===== config.mk =====
export PLATFORM = sky130hd
export DESIGN_NAME = zmp4_queue
export DESIGN_NICKNAME = d
export VERILOG_FILES = /design/src/rtl/core/zmp4_pkg.sv /design/src/rtl/core/zmp4_queue.sv
export SDC_FILE = /design/constraint.sdc
export NUM_CORES = 1
export LEC_CHECK = 0
export ABC_AREA = 1
export BUFFER_PORTS_ARGS = -buffer_cell sky130_fd_sc_hd__buf_2
export CAP_MARGIN = 15
export CORE_UTILIZATION = 60
export DETAILED_ROUTE_END_ITERATION = 6
export PLACE_DENSITY = 0.82
export RECOVER_POWER = 25
export SLEW_MARGIN = 10
export SYNTH_ARGS = -nofsm -noshare
export SYNTH_HDL_FRONTEND = slang
export SYNTH_SLANG_ARGS = --single-unit

===== constraint.sdc =====
create_clock -name clk_i -period 12.62 [get_ports clk_i]
set_input_delay 1.262 -clock clk_i [delete_from_list [all_inputs] [get_ports clk_i]]
set_output_delay 1.262 -clock clk_i [all_outputs]
set_load 0.01 [all_outputs]

===== src/rtl/core/zmp4_pkg.sv =====
// ---------------------------------------------------------------------------
// zmp4_pkg: shared types and constants
// payload structs, register map, queue status and divider helpers for the
// four load cell zero moment point block
// ---------------------------------------------------------------------------
package zmp4_pkg;

  // default fraction bits of moments, force and zmp
  localparam int FracBitsDef = 16;

  // register reset values (gains are unsigned q8.f)
  localparam logic [23:0] GainAReset = 24'd2032;
  localparam logic [23:0] GainBReset = 24'd1966;
  localparam logic [23:0] GainFReset = 24'd111740;

  localparam int AddrW = 4;

  // queue between front and back
  localparam int QDepth = 4;
  localparam int QPtrW  = $clog2(QDepth);
  localparam int QCntW  = $clog2(QDepth + 3);

  // quotient bits produced by each divider lane
  localparam int DivSteps = 34;
  localparam int DivCntW  = $clog2(DivSteps);

  typedef enum logic [1:0] {
    REG_GAIN_A  = 2'd0,
    REG_GAIN_B  = 2'd1,
    REG_GAIN_F  = 2'd2,
    REG_REVERSE = 2'd3
  } reg_idx_e;

  typedef enum logic [1:0] {
    ST_IDLE = 2'b01,
    ST_RUN  = 2'b10
  } back_st_e;

  typedef struct packed {
    logic signed [23:0] load_0;
    logic signed [23:0] load_1;
    logic signed [23:0] load_2;
    logic signed [23:0] load_3;
  } load_t;

  typedef struct packed {
    logic signed [47:0] moment_a;
    logic signed [47:0] moment_b;
    logic signed [47:0] vertical_force;
    logic signed [31:0] zmp_x;
    logic signed [31:0] zmp_y;
    logic               zmp_valid;
  } result_t;

  typedef struct packed {
    logic [23:0] gain_a;
    logic [23:0] gain_b;
    logic [23:0] gain_f;
    logic        reverse;
  } cfg_t;

  // one classified item waiting for the divider
  typedef struct packed {
    logic signed [47:0] ma;
    logic signed [47:0] mb;
    logic signed [47:0] fz;
    logic               ok;
  } entry_t;

  typedef struct packed {
    logic [QCntW-1:0] count;
    logic             empty;
  } q_stat_t;

  // clamp a 51 bit signed value into 48 bits
  function automatic logic signed [47:0] sat48(logic signed [50:0] v);
    logic signed [47:0] r;
    if (v[50:47] == 4'b0000 || v[50:47] == 4'b1111) begin
      r = v[47:0];
    end else if (v[50]) begin
      r = {1'b1, {47{1'b0}}};
    end else begin
      r = {1'b0, {47{1'b1}}};
    end
    return r;
  endfunction

  // apply sign and 32 bit saturation to a magnitude quotient
  function automatic logic signed [31:0] zmp_fin(logic [DivSteps-1:0] q, logic ovf,
                                                 logic neg);
    logic [31:0] r;
    if (neg) begin
      if (ovf || q > DivSteps'(34'h0_8000_0000)) begin
        r = 32'h8000_0000;
      end else begin
        r = -q[31:0];
      end
    end else begin
      if (ovf || q > DivSteps'(34'h0_7FFF_FFFF)) begin
        r = 32'h7FFF_FFFF;
      end else begin
        r = q[31:0];
      end
    end
    return $signed(r);
  endfunction

endpackage


===== src/rtl/core/zmp4_queue.sv =====
// ---------------------------------------------------------------------------
// zmp4_queue: item queue
// small fifo between the scaling front and the divider back
// ---------------------------------------------------------------------------
module zmp4_queue import zmp4_pkg::*; (
  input  logic    clk_i,
  input  logic    rst_ni,
  input  logic    push_i,
  input  entry_t  wdata_i,
  input  logic    pop_i,
  output entry_t  rdata_o,
  output q_stat_t stat_o
);

  entry_t           mem_q [QDepth];
  logic [QPtrW-1:0] wr_ptr_q, rd_ptr_q;
  logic [QCntW-1:0] cnt_q;

  assign rdata_o      = mem_q[rd_ptr_q];
  assign stat_o.count = cnt_q;
  assign stat_o.empty = (cnt_q == '0);

  always_ff @(posedge clk_i or negedge rst_ni) begin
    if (!rst_ni) begin
      wr_ptr_q <= '0;
      rd_ptr_q <= '0;
      cnt_q    <= '0;
    end else begin
      if (push_i) begin
        wr_ptr_q <= wr_ptr_q + 1'b1;
      end
      if (pop_i) begin
        rd_ptr_q <= rd_ptr_q + 1'b1;
      end
      cnt_q <= cnt_q + {{(QCntW-1){1'b0}}, push_i} - {{(QCntW-1){1'b0}}, pop_i};
    end
  end

  always_ff @(posedge clk_i) begin
    if (push_i) begin
      mem_q[wr_ptr_q] <= wdata_i;
    end
  end

endmodule


Word level (Yosys, flattened, before mapping)
Memories as Yosys holds them, arrays and structs flattened.
Index checks and enable logic that the tools add are counted.
{"block": "op_classes", "addsub": 4, "n_mux": 2, "reduce_logical": 1}
{"operator": "$add 2x1->2 const B", "n": 2}
{"operator": "$add 3x1->3", "n": 1}
{"operator": "$logic_not 3->1", "n": 1}
{"operator": "$sub 3x1->3", "n": 1}
{"operator": "$mux 1", "n": 2}
{"block": "totals", "ff_bits": 7, "mem_bits_rw": 580, "input_bits": 149, "out_inout_bits": 149, "wordCells": 11, "mem_count": 1}
{"name": "mem_q", "words": 4, "word_bits": 145, "rd": 1, "rd_ports_with_merged_regs": 0, "write_ports": 1, "line_no": "zmp4_queue.sv:15", "source": "entry_t mem_q [QDepth];"}

Depth between registers and ports, before layout
{"block": "depth", "depth_word": 2, "ltp_mapped": 10}

Least setup slack after synthesis
No wires, ideal clock.
{"block": "synth_path", "path_kind": "input to register", "start": "input push_i", "end": "memory mem_q[1][0] in the netlist's numbering, enable pin", "setup_time_ps": 498, "arrival_ps": 4356, "path_slack_ps": 7766, "path_stages": 3, "path_cell_list": "clkbuf_1 nand2_1 inv_1"}
{"block": "synth_between", "elab_chain_cells": 2}
{"item": "start: declaration", "line_no": "zmp4_queue.sv:8", "source": "input logic push_i,"}
{"item": "$mux 1", "line_no": "zmp4_queue.sv:40", "source": "if (push_i) begin"}
{"item": "$mux 1 (not written as such)", "line_no": "zmp4_queue.sv:41", "source": "mem_q[wr_ptr_q] <= wdata_i;"}
{"item": "end: declaration", "line_no": "zmp4_queue.sv:15"}
No other way between the ends.

==> metrics <==
run status=finished clean; multi-input combinational cell area=4350 µm²; fin util=69.6%; worst slew pin tran=1.15 ns; fin crit share=39.3%; wire length per cell=16.4 µm; WL met3=4440 µm; hold buffers post-CTS=0; synth-to-layout area growth=13.3%; proportion of layout cells with a drive suffix above 1=between 10% and 20%; leading cell types in the layout, fill and taps excluded=nand2_1 (736), inv_1 (588), edfxtp_1 (580); setup bufs post-CTS=0; hold_ws=about 0.54 ns; cell depth of the worst hold path=1; H-tree Lvls=2; VDD IR-drop max=0.175 mV; flops & latches, synth=587; clock sink count=587; Syn Nets=2474; first-pass GRT wire length=80100 µm; CTS Buf Count=56; gr ovfl total=0; Max Used Layer=met5; Setup Skew=0.0110 ns; worst skew pair latency=0.59 ns; post-synthesis cell area=roughly 25000 µm²; Setup crit end kind=output port; GP Congestion=between 0.8 and 0.9; Setup TNS=0 ns; Sequential Power Share=42.0%; Crit path required time=11.36 ns; register area=~18000 µm²; fmax=0.202 GHz; Psw=2.34 mW; final worst path period need=4.96 ns; Die ar.=roughly 42000 µm²; sw frac=a little over a third; Pwr Total=6.40 mW; clock slew at reported path FFs=0.06 ns; register area share after synthesis=71.3%; headroom to the max-slew limit=23.6%; Die W=205 µm; gr usage total=24.9%; Leakage=12.9 nW; Vias per Instance=5.09; # fillers=between 2000 and 3000; Final Hold Viols=0; nets=2743; row cnt=between 70 and 80; drt first pass iters=7; worst hold path type=reg2reg; Root Buffer=clkbuf_16; HPWL Detailed=29400 µm; post-synthesis area per instance=10.6 µm²; P_int=4.06 mW; DRC Markers=0; vias in the first global route=16100; R2R depth=5; Die Y=205 µm; Setup violations, final=0; core area=40200 µm²; 1st-iter DRT viols=1105; most common cell after layout, fill and taps aside=nand2_1; Port-buffer cells=roughly 300; Yosys Warn Count=0; Clock power frac=23.1%; Final Max Slew Viols=0; Post-Place Worst Slack=8.16 ns; critical path fanouts, max=85; post-cts sizing count=0; Initial Utilization=approximately three fifths; Post-Route WL=around 52000 µm; Vias=between 15000 and 20000; Unique masters post-synth=16; total of max-cap violations=0; TritonCTS clock tree=yes; met2 routed WL=26300 µm; post-detailed-route count of antenna-violating nets=0; RSZ-0062 raised after global routing=no; metal1 wirelength=19700 µm; Post-Syn Instances=2318; final worst-path setup slack=approximately 7.7 ns; logic gate share of total power=about a third; Ports=298; pwr dens=229 nW/µm²; initial antenna violation count=11; Critical Setup Path Class=reg2out; CP arrival=roughly 3.7 ns; Critical Path Source Type=flip-flop; CTS max path bufs=3; largest net degree at the start of global routing=173
## layout make-up
cell class                      count  area share [%]
Multi-Input combinational cell   1039            15.6
Timing Repair Buffer              309            5.29
Antenna cell                       13           0.116
Tap cell                          525            2.35
Clock buffer                       80            5.41
Clock inverter                     17           0.255
Sequential cell                   587            62.9
Inverter                          594            8.08
## worst max-delay path, cell delays in order, from the launching register on
cell	delay [ns]
dfrtp_4	0.95
buf_4	0.81
buf_4	0.74
nand2_1	0.17
nand3_1	0.13
nand2_1	0.08
buf_2	0.15
## sequential cells by signal, summed over array words and instances, names as in the netlist
| register | cells |
|---|---|
| mem_q | 580 |
| cnt_q | 3 |
| rd_ptr_q | 2 |
| wr_ptr_q | 2 |
## power groups by stage
stage          clock network, mW  registers (mW)  logic, mW
2_1_floorplan                  0            2.70       1.48
3_3_place_gp                   0            2.71       2.17
3_5_place_dp                   0            2.73       2.24
4_1_cts                     1.50            2.69       2.26
5_1_grt                     1.57            2.72       2.49
6_report                    1.48            2.69       2.24
## cells in the mapped netlist, drive strengths merged
library cell / instances / share of area, %
clkbuf: 15 / 0.23
buf: 83 / 1.8
dfrtp: 7 / 0.71
nand2: 736 / 11
ha: 6 / 0.30
inv: 594 / 9.0
fa: 1 / 0.081
xor2: 3 / 0.11
edfxtp: 580 / 71
o21ai: 1 / 0.020
nand3: 291 / 5.9
nor3: 1 / 0.020
## per-stage QoR
stage / cells / area [µm²]
2_1_floorplan: 2318 / 24700
3_3_place_gp: 3053 / 26400
3_5_place_dp: 3053 / 26400
4_1_cts: 3150 / 28000
5_1_grt: 3154 / 27900
6_report: 3164 / 28000
## logic make-up (layout without fill, tap and decap cells)
group	Yosys count	after routing	share of synthesized area [%]
AOI/OAI and AO/OA	1	1	0.0203
adders and majority gates	7	7	0.385
and+or+nand+nor	1028	1028	17.1
xor gates and xnor gates	3	3	0.106
other	0	13	0
buffers and inverters	692	1000	11.1
DFF	587	587	71.3
## path summary, 6_finish.rpt
kind / startpoint / end / slack (ns)
setup / recovery: rd_ptr_q[0]$_DFFE_PN0P_ / rdata_o[50] / 7.66
hold / removal: wr_ptr_q[0]$_DFFE_PN0P_ / wr_ptr_q[0]$_DFFE_PN0P_ / 0.54
setup reg to reg: wr_ptr_q[0]$_DFFE_PN0P_ / mem_q[2][140]$_DFFE_PP_ / 9.80
hold reg to reg: wr_ptr_q[0]$_DFFE_PN0P_ / wr_ptr_q[0]$_DFFE_PN0P_ / 0.54
max in group asynchronous: rst_ni / rd_ptr_q[1]$_DFFE_PN0P_ / 11.72
min in group asynchronous: rst_ni / cnt_q[0]$_DFF_PN0_ / 0.57
## per-layer routing
layer / global-route usage (%) / vias to the layer above
li1: - / 7770
met1: 29.1 / 7727
met2: 44.0 / 490
met3: 6.55 / 104
met4: 9.17 / 6
met5: 0 / -
No activity file was read; power rests on OpenSTA's default activity.
