$ cat src/rtl/core/zmp4_pkg.sv
// ---------------------------------------------------------------------------
// zmp4_pkg: shared types and constants
// payload structs, register map, queue status and divider helpers for the
// four load cell zero moment point block
// ---------------------------------------------------------------------------
package zmp4_pkg;

  // default fraction bits of moments, force and zmp
  localparam int FracBitsDef = 16;

  // register reset values (gains are unsigned q8.f)
  localparam logic [23:0] GainAReset = 24'd2032;
  localparam logic [23:0] GainBReset = 24'd1966;
  localparam logic [23:0] GainFReset = 24'd111740;

  localparam int AddrW = 4;

  // queue between front and back
  localparam int QDepth = 4;
  localparam int QPtrW  = $clog2(QDepth);
  localparam int QCntW  = $clog2(QDepth + 3);

  // quotient bits produced by each divider lane
  localparam int DivSteps = 34;
  localparam int DivCntW  = $clog2(DivSteps);

  typedef enum logic [1:0] {
    REG_GAIN_A  = 2'd0,
    REG_GAIN_B  = 2'd1,
    REG_GAIN_F  = 2'd2,
    REG_REVERSE = 2'd3
  } reg_idx_e;

  typedef enum logic [1:0] {
    ST_IDLE = 2'b01,
    ST_RUN  = 2'b10
  } back_st_e;

  typedef struct packed {
    logic signed [23:0] load_0;
    logic signed [23:0] load_1;
    logic signed [23:0] load_2;
    logic signed [23:0] load_3;
  } load_t;

  typedef struct packed {
    logic signed [47:0] moment_a;
    logic signed [47:0] moment_b;
    logic signed [47:0] vertical_force;
    logic signed [31:0] zmp_x;
    logic signed [31:0] zmp_y;
    logic               zmp_valid;
  } result_t;

  typedef struct packed {
    logic [23:0] gain_a;
    logic [23:0] gain_b;
    logic [23:0] gain_f;
    logic        reverse;
  } cfg_t;

  // one classified item waiting for the divider
  typedef struct packed {
    logic signed [47:0] ma;
    logic signed [47:0] mb;
    logic signed [47:0] fz;
    logic               ok;
  } entry_t;

  typedef struct packed {
    logic [QCntW-1:0] count;
    logic             empty;
  } q_stat_t;

  // clamp a 51 bit signed value into 48 bits
  function automatic logic signed [47:0] sat48(logic signed [50:0] v);
    logic signed [47:0] r;
    if (v[50:47] == 4'b0000 || v[50:47] == 4'b1111) begin
      r = v[47:0];
    end else if (v[50]) begin
      r = {1'b1, {47{1'b0}}};
    end else begin
      r = {1'b0, {47{1'b1}}};
    end
    return r;
  endfunction

  // apply sign and 32 bit saturation to a magnitude quotient
  function automatic logic signed [31:0] zmp_fin(logic [DivSteps-1:0] q, logic ovf,
                                                 logic neg);
    logic [31:0] r;
    if (neg) begin
      if (ovf || q > DivSteps'(34'h0_8000_0000)) begin
        r = 32'h8000_0000;
      end else begin
        r = -q[31:0];
      end
    end else begin
      if (ovf || q > DivSteps'(34'h0_7FFF_FFFF)) begin
        r = 32'h7FFF_FFFF;
      end else begin
        r = q[31:0];
      end
    end
    return $signed(r);
  endfunction

endpackage

$ cat src/rtl/core/zmp4_regs.sv
// ---------------------------------------------------------------------------
// zmp4_regs: configuration registers
// apb slave holding the three gains and the reverse flag
// ---------------------------------------------------------------------------
module zmp4_regs import zmp4_pkg::*; (
  input  logic             clk_i,
  input  logic             rst_ni,
  input  logic             psel,
  input  logic             penable,
  input  logic             pwrite,
  input  logic [AddrW-1:0] paddr,
  input  logic [31:0]      pwdata,
  output logic [31:0]      prdata,
  output logic             pready,
  output cfg_t             cfg_o
);

  cfg_t     cfg_q, cfg_d;
  reg_idx_e idx;
  logic     wr_en;

  assign idx    = reg_idx_e'(paddr[3:2]);
  assign wr_en  = psel && penable && pwrite;
  assign pready = 1'b1;
  assign cfg_o  = cfg_q;

  always_comb begin
    cfg_d = cfg_q;
    if (wr_en) begin
      unique case (idx)
        REG_GAIN_A:  cfg_d.gain_a  = pwdata[23:0];
        REG_GAIN_B:  cfg_d.gain_b  = pwdata[23:0];
        REG_GAIN_F:  cfg_d.gain_f  = pwdata[23:0];
        REG_REVERSE: cfg_d.reverse = pwdata[0];
        default:     cfg_d = cfg_q;
      endcase
    end
  end

  always_comb begin
    unique case (idx)
      REG_GAIN_A:  prdata = {8'd0, cfg_q.gain_a};
      REG_GAIN_B:  prdata = {8'd0, cfg_q.gain_b};
      REG_GAIN_F:  prdata = {8'd0, cfg_q.gain_f};
      REG_REVERSE: prdata = {31'd0, cfg_q.reverse};
      default:     prdata = '0;
    endcase
  end

  always_ff @(posedge clk_i or negedge rst_ni) begin
    if (!rst_ni) begin
      cfg_q <= '{gain_a: GainAReset, gain_b: GainBReset, gain_f: GainFReset,
                 reverse: 1'b0};
    end else begin
      cfg_q <= cfg_d;
    end
  end

endmodule

$ cat config.mk
export PLATFORM = sky130hd
export DESIGN_NAME = zmp4_regs
export DESIGN_NICKNAME = d
export VERILOG_FILES = /design/src/rtl/core/zmp4_pkg.sv /design/src/rtl/core/zmp4_regs.sv
export SDC_FILE = /design/constraint.sdc
export NUM_CORES = 1
export LEC_CHECK = 0
export CELL_PAD_IN_SITES_DETAIL_PLACEMENT = 1
export CELL_PAD_IN_SITES_GLOBAL_PLACEMENT = 1
export CORE_MARGIN = 3
export CORE_UTILIZATION = 46
export CTS_BUF_LIST = sky130_fd_sc_hd__clkbuf_2
export CTS_CLUSTER_DIAMETER = 60
export DETAILED_ROUTE_END_ITERATION = 8
export DONT_BUFFER_PORTS = 1
export GPL_ROUTABILITY_DRIVEN = 0
export PLACE_DENSITY = 0.77
export SLEW_MARGIN = 20
export SYNTH_ARGS = -nofsm -noshare
export SYNTH_HDL_FRONTEND = slang
export SYNTH_SLANG_ARGS = --single-unit
$ cat constraint.sdc
create_clock -name clk_i -period 1.45 [get_ports clk_i]
set_input_delay 0.29 -clock clk_i [delete_from_list [all_inputs] [get_ports clk_i]]
set_output_delay 0.29 -clock clk_i [all_outputs]
set_load 0.02 [all_outputs]
Word level (Yosys, flattened, before mapping)
Index checks and enable logic that the tools add are counted.
Widths: inputs -> output; s select.
{"block": "op_classes", "n_eq_ne": 3, "muxes": 1, "n_reduce_logical": 7}
{"op": "$pmux 32 s4", "n": 1}
{"op": "$reduce_and 2->1", "n": 4}
{"op": "$eq 2x2->1 const B", "n": 2}
{"op": "$eq 2x1->1 const B", "n": 1}
{"op": "$logic_and 1x1->1", "n": 2}
{"op": "$logic_not 2->1", "n": 1}
{"block": "word_totals", "register_bits": 73, "input_bits": 41, "out_inout_bits": 106, "word_cells": 15}

Longest topological paths before layout
Gate-level depths: netlist (run 1).
{"block": "logic_depth", "word_depth": 3, "ltp_mapped": 5}

Worst setup path after synthesis (run 1)
Ideal clock, no wire load.
{"block": "synth_path", "path_kind": "input to output", "start": "input paddr[3]", "end": "output prdata[10]", "arrival_ns": 1.316, "slack_ns": -0.156, "path_stages": 5, "cell_sequence": "buf_2 > nor2b_1 > clkbuf_1 > nand2_1 > o21ai_0"}
{"block": "synth_between", "elab_chain_cells": 2}
{"element": "start: declaration", "line": "zmp4_regs.sv:11", "rtl": "input logic [AddrW-1:0] paddr,"}
{"element": "$eq 2x2->1, or another cell as far along", "line": "zmp4_regs.sv:41", "rtl": "unique case (idx)"}
{"element": "$pmux 32 s4 *", "line": "zmp4_regs.sv:41"}
{"element": "end: declaration", "line": "zmp4_regs.sv:13", "rtl": "output logic [31:0] prdata,"}
Mark *: on every way between the ends. The rest lies on a longest branch, timed or not. The select of a mux whose other input is x is not followed.

Worst setup path after layout (run 1)
{"block": "layout_path", "start": "register cfg_q, in the netlist cfg_o[28]", "end": "output prdata[3]"}
{"block": "layout_between", "elab_chain_cells": 1}
{"element": "start: declaration", "line": "zmp4_regs.sv:18", "rtl": "cfg_t cfg_q, cfg_d;"}
{"element": "start signal: assignment", "line": "zmp4_regs.sv:52", "rtl": "cfg_q <= '{gain_a: GainAReset, gain_b: GainBReset, gain_f: GainFReset,"}
{"element": "start signal: assignment", "line": "zmp4_regs.sv:55", "rtl": "cfg_q <= cfg_d;"}
{"element": "$pmux 32 s4", "line": "zmp4_regs.sv:41"}
Every way passes these cells. The select of a mux whose other input is x is not followed.

==> out/qor.csv, run 1 <==
stage;metric;value;unit
yosys;main area contributors after synthesis;dfrtp_1, dfstp_2, mux2_2;
yosys;register bit total from synthesis;73;
critical_path;CP Launch Type;register;
drt;DR WL/cell;22.69;um
critical_path;Setup crit end kind;primary output;
sta;f_max;0.5468;GHz
critical_path;CP Cell Sequence;mux2i_1, o21ai_1, buf_4;
yosys;area share of the largest cell type after synthesis;34.73;%
outcome;status;finished with violations;
yosys;mux contribution to synthesized area;33.25;%
clocking;CTS tree;built;
grt;largest net degree at the start of global routing;74;
pwr;Clock power frac;17.0;%
drt;drt total wl;9235;um
pwr;Switching Power;2434;uW
finish;# nets final;347;
placement;Place WS;-0.05696;ns
clocking;worst skew pair latency;0.45;ns
drt;DR iter-0 viols;40;
yosys;Simple-Gate Fraction of Synth Area;4.088;%
pwr;Gate power share;26.2;%
clocking;maximum buffer depth of the clock tree;2;
yosys;Post-Syn Area;3458;sq um
drt;via count;2214;
outcome;failing checks;hold timing, setup timing;
sta;final setup fails;30;
sta;shortest period the worst path allows;1.829;ns
clocking;clk slew on worst S/H paths;0.21;ns
placement;Post-DP HPWL;5748;um
grt;Global Route Usage Sum;21.50;%
min_path;min-delay worst type;input port to asynchronous set/reset pin;
sta;Worst Setup Slack, final;-0.3788;ns
critical_path;CP Max Fanout;3;
pwr;Net Sw Frac;37.93;%
floorplan;die height;92.71;um
sta;clk_skew;0;ns
floorplan;Placeable Area;7057;sq um
floorplan;Initial Util;49.01;%
placement;Port-buffer cells;0;
drt;routed vias/inst;5.440;
finish;number of antenna cells inserted;0;
clocking;# hold bufs at CTS;24;
yosys;Synth area leader;dfrtp_1;
yosys;XOR/XNOR share of the synthesized area;0;%
drt;Initial DRT Pass Iterations;4;
sta;worst hold margin;-0.5279;ns
pwr;pwr dens;1503;nW/um^2
critical_path;max incr delay on CP;0.67;ns
clocking;clock buffer count from CTS;9;
yosys;Synth Warn #;0;
yosys;Synth Area in Adders;0;%
critical_path;delay-heaviest family, CP;flip-flops;
grt;first-pass GRT wire length;14050;um
sta;period utilization;126.1;%
yosys;post-synthesis compound-gate area fraction;3.329;%
yosys;Seq/Total Area, Yosys;53.73;%
critical_path;crit path DAT;1.54;ns
finish;Syn-to-layout area delta;23.44;%
critical_path;WP buf/inv;1;
floorplan;die width;92.71;um
grt;vias in the first global route;2554;
yosys;Mean Syn Cell Area;13.89;sq um
pwr;P_leak;0.001878;uW
pwr;Sequential Power Share;56.8;%
yosys;post-synth cell types;20;
critical_path;worst path required time;1.16;ns
grt;GR Overflow Total;0;
sta;fin. max-slew vios;0;
clocking;clk sink count;73;
floorplan;IO Pins;147;
drt;Antenna Nets Post-Route;0;
clocking;Root Buffer;clkbuf_2;
clocking;H-Tree Depth;3;
pwr;Pint;3983;uW
drt;DRC;0;
job;Max Cap Violations;0;
grt;initial antenna violation count;0;
yosys;cell count after synthesis;249;
floorplan;Cell Rows;30;
sta;RSZ-0062 raised after global routing;true;
critical_path;class of the most critical setup path;register to primary output;
finish;share of cells above drive strength 1;64.95;%
finish;Largest register FFs;73;
sta;Fin. Hold Viols;73;
finish;final design utilization;60.50;%
pwr;worst vdd ir;0.7541;mV
finish;Fill cells;704;
critical_path;CP max stage cell;dfstp_2;
floorplan;die area;8594;sq um
yosys;largest family of logic cells by synthesized area;multiplexers;
==> cells in the mapped netlist <==
master    number
dfstp_2       25
nor3_2         1
mux2_4        20
mux2i_1       23
mux2_2        53
buf_6          1
mux4_2         1
buf_4         14
nor3b_2        1
conb_1         2
buf_12         2
nor2b_1        1
nand2_1       24
or3b_1         1
nor2_1         1
o21ai_0       23
nand3_2        1
dfrtp_1       48
buf_2          3
clkbuf_1       4
==> per-layer routing <==
| metal | share of wire [%] | wire [um] | vias to the layer above | track usage [%] |
|---|---|---|---|---|
| met2 | 54 | 4989 | 88 | 39.34 |
| li1 | - | - | 978 | - |
| met5 | 0 | 0 | - | 0 |
| met1 | 38 | 3527 | 1141 | 23.39 |
| met3 | 6.9 | 636 | 7 | 6.418 |
| met4 | 0.89 | 82 | 0 | 7.814 |
==> kinds of logic (layout without fill, tap and decap cells) <==
group	Yosys count	count (layout)
AO/OA/AOI/OAI	23	23
AND/OR/NAND/NOR	30	30
other	2	9
flip-flops	73	73
buffers and inverters	24	79
multiplexers	97	97
==> power groups by stage <==
stage	Sequential, uW	Combinational (uW)	Clock [uW]
2_1_floorplan	3590	1000	0
4_1_cts	3600	1600	1130
3_5_place_dp	3610	1460	0
3_3_place_gp	3580	1400	0
5_1_grt	3720	1790	1230
6_report	3640	1680	1090
==> final timing paths <==
path / slack, ns / cells after the start / startpoint / to
hold / removal: -0.53 / 0 / rst_ni / cfg_o[29]
setup reg to reg: 0.42 / 3 / cfg_o[1] / cfg_o[1]
setup / recovery: -0.38 / 3 / cfg_o[28] / prdata[3]
max in group asynchronous: 1.75 / 0 / rst_ni / cfg_o[55]
min in group clk_i: 0.15 / 3 / paddr[3] / cfg_o[0]
hold reg to reg: 0.65 / 1 / cfg_o[71] / cfg_o[71]
==> placed cells by master, fill, tap and decap left out, types with 10 or more instances in the layout <==
master and n:
dfrtp_2 23, clkbuf_2 10, o21ai_2 10, dfrtp_1 25
o21ai_1 11, dfstp_2 25, mux2_2 53, nand2_1 22
mux2i_1 16, buf_6 12, buf_4 26, dlygate4sd3_1 24
mux2_4 20
==> timing repair <==
| action | in CTS | in global routing |
|---|---|---|
| hold endpoints to repair | 146 | 73 |
| pin swaps | 0 | 1 |
| setup buffers | 2 | 3 |
| setup endpoints to repair | 45 | 50 |
| gates resized for setup | 30 | 24 |
==> layout make-up <==
cell class / count / area (sq um) / area share [%]
clock buffer: 10 / 50.05 / 1.172
clock inverter: 6 / 57.56 / 1.348
multi-input combinational: 159 / 1564 / 36.64
sequential: 73 / 1887 / 44.20
tap: 96 / 120.1 / 2.814
timing repair buffer: 63 / 590.6 / 13.83
==> per-stage QoR <==
| stage | std cells | total power (uW) | setup TNS (ns) | instance area, sq um |
|---|---|---|---|---|
| finish | 407 | 6417 | -5.997 | 4269 |
| global route | 407 | 6746 | -10.40 | 4269 |
| CTS | 406 | 6331 | -7.989 | 4175 |
| detailed placement | 364 | 5070 | -0.8765 | 3754 |
| global placement | 364 | 4977 | -0.4413 | 3754 |
| floorplan | 256 | 4590 | -0.5308 | 3527 |
(Power assumes the default switching activity.)
==> run 2, diff against run 1 <==
- CORE_ASPECT_RATIO: default -> 1.4
==> run 2 against run 1 <==
The run still ends with hold timing, setup timing left. Count of clock-buffer cells in the layout is 4 higher. Non-clock buffer count increased by 4. Sequential power decreased by 2%. Largest power group unchanged. Maximum frequency down 0.83%. Final cell count grew 0.74%. Die area grew 0.17%. Largest cell class unchanged.
==> out/qor.csv, run 2 (synthesis gave the netlist of run 1 again) <==
stage;metric;value;unit;change
outcome;status;finished with violations;;
outcome;failing checks;hold timing, setup timing;;
pwr;Switching Power;2379;uW;-2.3%
pwr;pwr dens;1463;nW/um^2;-2.7%
critical_path;delay-heaviest family, CP;flip-flops;;
grt;largest net degree at the start of global routing;74;;unchanged
clocking;# hold bufs at CTS;24;;unchanged
critical_path;reg2reg start;cfg_o[26];;
drt;routed vias/inst;5.439;;about the same
sta;f_max;0.5423;GHz;-0.83%
finish;Largest register FFs;73;;unchanged
floorplan;IO Pins;147;;unchanged
sta;clk_skew;0;ns;unchanged
clocking;clock buffer count from CTS;9;;unchanged
critical_path;CP Max Fanout;3;;unchanged
pwr;P_leak;0.001900;uW;+1.2%
clocking;H-Tree Depth;3;;unchanged
drt;Antenna Nets Post-Route;0;;unchanged
pwr;Net Sw Frac;38.23;%;+0.30 points
sta;period utilization;127.2;%;+1.0 points
drt;DR WL/cell;22.41;um;-1.2%
finish;most frequent cells in the layout;mux2_2, dfrtp_1, buf_4;;
critical_path;WP buf/inv;1;;unchanged
grt;initial antenna violation count;0;;unchanged
min_path;min-delay worst type;input port to asynchronous set/reset pin;;
sta;final setup fails;28;;-6.7%
placement;Placed Instance Area;3820;sq um;+1.8%
clocking;Root Buffer;clkbuf_2;;
finish;number of antenna cells inserted;0;;unchanged
clocking;worst skew pair latency;0.48;ns;+0.03 ns
placement;placed cells;367;;+0.82%
floorplan;die width;79.28;um;-14%
pwr;worst vdd ir;0.7990;mV;+6.0%
grt;vias in the first global route;2553;;-0.039%
finish;most common cell after layout, fill and taps aside;mux2_2;;
drt;drt total wl;9187;um;-0.52%
critical_path;CP Cell Sequence;mux2i_1, o21ai_1, buf_4;;
critical_path;CP max stage cell;dfstp_2;;
critical_path;max incr delay on CP;0.66;ns;about the same
sta;Worst Setup Slack, final;-0.3940;ns;-0.01521 ns
pwr;Gate power share;27.7;%;+1.5 points
grt;Global Route Usage Sum;21.88;%;+0.38 points
floorplan;Cell Rows;36;;+20%
job;Max Cap Violations;0;;unchanged
sta;fin. max-slew vios;0;;unchanged
sta;Fin Setup TNS;-6.454;ns;-0.4573 ns
sta;worst hold margin;-0.5417;ns;-0.01382 ns
drt;via count;2230;;+0.72%
pwr;Sequential Power Share;57.5;%;+0.7 points
critical_path;Critical path origin;cfg_o[30];;
clocking;clk sink count;73;;unchanged
pwr;Pint;3844;uW;-3.5%
floorplan;Placeable Area;7117;sq um;+0.85%
critical_path;CP Launch Type;register;;
critical_path;R2R setup slack;0.49;ns;+0.07 ns
critical_path;class of the most critical setup path;register to primary output;;
finish;fin cells;410;;+0.74%
finish;# nets final;351;;+1.2%
floorplan;die area;8609;sq um;+0.17%
drt;Initial DRT Pass Iterations;3;;-1
sta;RSZ-0062 raised after global routing;true;;
drt;DRC;0;;unchanged
floorplan;Initial Util;48.59;%;-0.41 points
clocking;clk slew on worst S/H paths;0.20;ns;about the same
grt;GR Overflow Total;0;;unchanged
clocking;CTS tree;built;;
floorplan;die height;108.6;um;+17%
critical_path;Setup crit end kind;primary output;;
critical_path;r2r endpoint;cfg_o[26];;
sta;shortest period the worst path allows;1.844;ns;+0.01521 ns
pwr;Clock power frac;14.8;%;-2.2 points
critical_path;worst path required time;1.16;ns;about the same
finish;share of cells above drive strength 1;62.54;%;-2.4 points
grt;first-pass GRT wire length;13990;um;-0.39%
critical_path;crit path DAT;1.55;ns;about the same
placement;Post-DP HPWL;5746;um;about the same
critical_path;reg2reg path depth;3;;unchanged
sta;Fin. Hold Viols;73;;unchanged
finish;Syn-to-layout area delta;22.97;%;
clocking;maximum buffer depth of the clock tree;2;;unchanged
placement;Port-buffer cells;0;;unchanged
finish;final design instance area without fill;4253;sq um;-0.38%
drt;DR iter-0 viols;49;;+23%
placement;Place WS;-0.04769;ns;+0.009270 ns
==> run 2: cell count changes in the layout (fill, tap and decap cells not counted), moves of 3 or more <==
cell      change
buf_12        +3
buf_4         +4
buf_6         -3
clkbuf_2      +4
dfrtp_1       +5
dfrtp_2       -5
==> run 2: worst reg2reg max path: cells and delay by family (launching register included) <==
kind | cells | cell delay [ns]
buffers and inverters | 2 | 0.20
multiplexers | 1 | 0.14
flip-flops | 1 | 0.58
==> run 2: power groups by stage <==
stage | Combinational, uW | Clock (uW) | Sequential [uW]
finish | 1720 | 921 | 3580
floorplan | 1000 | 0 | 3590
CTS | 1640 | 949 | 3560
detailed placement | 1550 | 0 | 3570
global placement | 1490 | 0 | 3540
global route | 1840 | 1040 | 3660
==> run 2: timing repair <==
action,in CTS,in global routing
endpoints found under the setup margin,49,52
endpoints found under the hold margin,146,73
buffers inserted,0,3
pin swaps,1,6
resized for setup,25,14
==> run 2: worst max-delay path by stage <==
stage	to	cells after the start
floorplan	cfg_o[29]	4
global placement	cfg_o[12]	4
detailed placement	cfg_o[9]	4
CTS	prdata[5]	3
global route	prdata[10]	3
finish	prdata[5]	3
==> run 2: per-layer routing <==
metal | global-route usage, % | up-vias | share of wire (%)
met3 | 5.750 | 12 | 6.0
li1 | - | 983 | -
met1 | 23.92 | 1156 | 37
met2 | 39.94 | 79 | 55
met5 | 0 | - | 0
met4 | 8.477 | 0 | 1.8
==> run 2: area by class of cell <==
class                   instances  area, sq um
fillers                       723         2864
well taps                      95        118.9
clock buffers                  14        70.07
flip-flops and latches         73         1881
multi-input cells             159         1529
repair buffers                 67        646.9
clock inverters                 2        7.507
==> run 2: stage by stage <==
stage | total power (uW) | util (%)
2_1_floorplan | 4590 | -
3_3_place_gp | 5029 | 53.67
3_5_place_dp | 5119 | 53.67
4_1_cts | 6151 | 58.67
5_1_grt | 6535 | 59.76
6_report | 6222 | 59.76
==> run 3, diff against run 2 <==
- CORE_UTILIZATION: 46 -> 55
- PLACE_DENSITY: 0.77 -> 0.86
- RECOVER_POWER: default -> 25
- clock period: 1.45 -> 2.15 ns (I/O delays scaled with it)
==> run 3 against run 2 <==
The flow finishes with violations (capacitance limit, slew limit). Critical path depth is 1 lower. Total power is 34% lower. Core utilization is 2.1 points higher. Critical path type unchanged. Critical endpoint is now prdata[10]. Highest routed layer unchanged.
==> out/qor.csv, run 3 (synthesis gave the netlist of run 1 again) <==
stage;metric;value;unit;change
sta;Slew @ Worst Pin;1.557;ns;
critical_path;worst path required time;1.72;ns;+0.56 ns
critical_path;CP max stage cell;dfstp_2;;
finish;number of antenna cells inserted;0;;unchanged
critical_path;CP Max Fanout;3;;unchanged
floorplan;Placeable Area;5987;sq um;-16%
min_path;Endpoint, Worst Hold;cfg_o[19];;
finish;# nets final;306;;-13%
floorplan;die height;99.83;um;-8.1%
sta;Worst slew margin;-3.792;%;
sta;period utilization;95.15;%;
grt;initial antenna violation count;0;;unchanged
finish;Syn-to-layout area delta;7.091;%;
grt;Global Route Usage Sum;23.23;%;+1.4 points
drt;drt total wl;8250;um;-10%
critical_path;max incr delay on CP;0.66;ns;about the same
finish;most common cell after layout, fill and taps aside;mux2_2;;
sta;shortest period the worst path allows;2.046;ns;
job;Max Cap Violations;1;;+1
finish;share of cells above drive strength 1;50.00;%;-13 points
floorplan;Initial Util;57.76;%;+9.2 points
critical_path;WP buf/inv;0;;-1
min_path;hold depth;1;;
finish;most frequent cells in the layout;mux2_2, dfrtp_1, dfstp_2;;
outcome;failing checks;capacitance limit, slew limit;;
floorplan;IO Pins;147;;unchanged
pwr;pwr dens;1115;nW/um^2;-24%
clocking;maximum buffer depth of the clock tree;2;;unchanged
drt;DRC;0;;unchanged
clocking;H-Tree Depth;3;;unchanged
sta;Fin Setup TNS;0;ns;+6.454 ns
sta;RSZ-0062 raised after global routing;false;;
pwr;worst vdd ir;0.5682;mV;-29%
drt;DR iter-0 viols;89;;+82%
floorplan;die area;7289;sq um;-15%
grt;GR Overflow Total;0;;unchanged
placement;Post-DP HPWL;5781;um;+0.61%
clocking;CTS tree;built;;
clocking;clk slew on worst S/H paths;0.19;ns;about the same
critical_path;reg2reg start;cfg_o[50];;
min_path;min-delay worst type;input port to register;;
critical_path;crit path DAT;1.62;ns;+0.07 ns
sta;fin. max-slew vios;74;;+74
critical_path;class of the most critical setup path;register to primary output;;
placement;Place WS;0.3178;ns;+0.3655 ns
clocking;clock buffer count from CTS;9;;unchanged
drt;routed vias/inst;6.065;;+12%
sta;final setup fails;0;;-100%
grt;largest net degree at the start of global routing;74;;unchanged
pwr;P_leak;0.001693;uW;-11%
critical_path;Setup crit end kind;primary output;;
clocking;Root Buffer;clkbuf_2;;
sta;Worst Setup Slack, final;0.1042;ns;+0.4982 ns
clocking;worst skew pair latency;0.48;ns;about the same
drt;DR WL/cell;24.26;um;+8.3%
drt;Antenna Nets Post-Route;0;;unchanged
grt;first-pass GRT wire length;12520;um;-11%
critical_path;delay-heaviest family, CP;flip-flops;;
outcome;status;finished with violations;;
sta;clk_skew;0;ns;unchanged
drt;Initial DRT Pass Iterations;4;;+1
clocking;# Post-CTS Setup Buffers;0;;unchanged
floorplan;Cell Rows;33;;-8.3%
critical_path;R2R setup slack;1.23;ns;+0.74 ns
floorplan;die width;73.02;um;-7.9%
finish;Largest register FFs;73;;unchanged
critical_path;CP Cell Sequence;mux2i_1, o21ai_1;;
min_path;worst min-delay path startpoint;pwdata[18];;
drt;via count;2062;;-7.5%
critical_path;CP Launch Type;register;;
placement;Port-buffer cells;0;;unchanged
sta;f_max;0.4888;GHz;
finish;Fill cells;575;;-20%
sta;Fin. Hold Viols;0;;-100%
clocking;clk sink count;73;;unchanged
grt;vias in the first global route;2329;;-8.8%
critical_path;reg2reg path depth;1;;-2
critical_path;r2r endpoint;cfg_o[50];;
==> run 3: changes by cell type in the layout (fill, tap and decap cells not counted), moves of 4 or more <==
cell / change
buf_4: -14
o21ai_1: +7
o21ai_2: -10
dfrtp_1: +18
mux2i_2: -6
buf_12: -4
mux2i_1: +6
dlygate4sd3_1: -19
dfrtp_2: -18
o21ai_0: +4
buf_6: -9
==> run 3: metal layers <==
metal	wire length, um	GRT usage [%]
met4	114	8.239
met5	0	0
met2	4550	41.70
met1	2936	24.42
met3	648	8.317
==> run 3: metrics by stage <==
stage | utilization [%] | total power [uW] | hold slack [ns] | cells | cell area (sq um)
2_1_floorplan | - | 3059 | 0.1344 | 256 | 3485
3_3_place_gp | 58.81 | 3211 | 0.1365 | 318 | 3521
3_5_place_dp | 58.81 | 3284 | 0.1361 | 318 | 3521
4_1_cts | 61.57 | 4176 | 0.01056 | 336 | 3686
5_1_grt | 61.86 | 4331 | 0.0003903 | 340 | 3704
6_report | 61.86 | 4130 | 0.05485 | 340 | 3704
==> run 3: final cells by class <==
cell class / instances / area [sq um] / area share (%)
clock inverter: 4 / 67.56 / 1.824
multi-input combinational: 159 / 1455 / 39.29
timing repair buffer: 22 / 175.2 / 4.730
clock buffer: 12 / 60.06 / 1.622
sequential: 73 / 1858 / 50.17
tap: 70 / 87.58 / 2.365
==> run 3: power by group <==
group	leakage, uW	switching, uW	internal (uW)
clock network	0.0000812	458	393
registers	0.000851	732	1780
logic	0.000761	353	415
==> run 3: how the worst max path moves through the flow <==
stage / slack (ns) / end / cells past startpoint / startpoint
6_report: 0.10 / prdata[10] / 2 / cfg_o[59]
5_1_grt: 0.006 / prdata[3] / 2 / cfg_o[28]
4_1_cts: 0.008 / prdata[6] / 3 / cfg_o[55]
3_5_place_dp: 0.32 / cfg_o[22] / 4 / pwrite
3_3_place_gp: 0.37 / cfg_o[10] / 4 / pwrite
2_1_floorplan: 0.26 / prdata[10] / 5 / paddr[3]
==> run 3: repair_timing <==
action | in CTS | in global routing
cloned | 0 | 0
endpoints found under the setup margin | 14 | 5
gates resized for setup | 14 | 5
pin swaps | 0 | 0
hold buffers | 2 | 4
hold endpoints to repair | 73 | 4
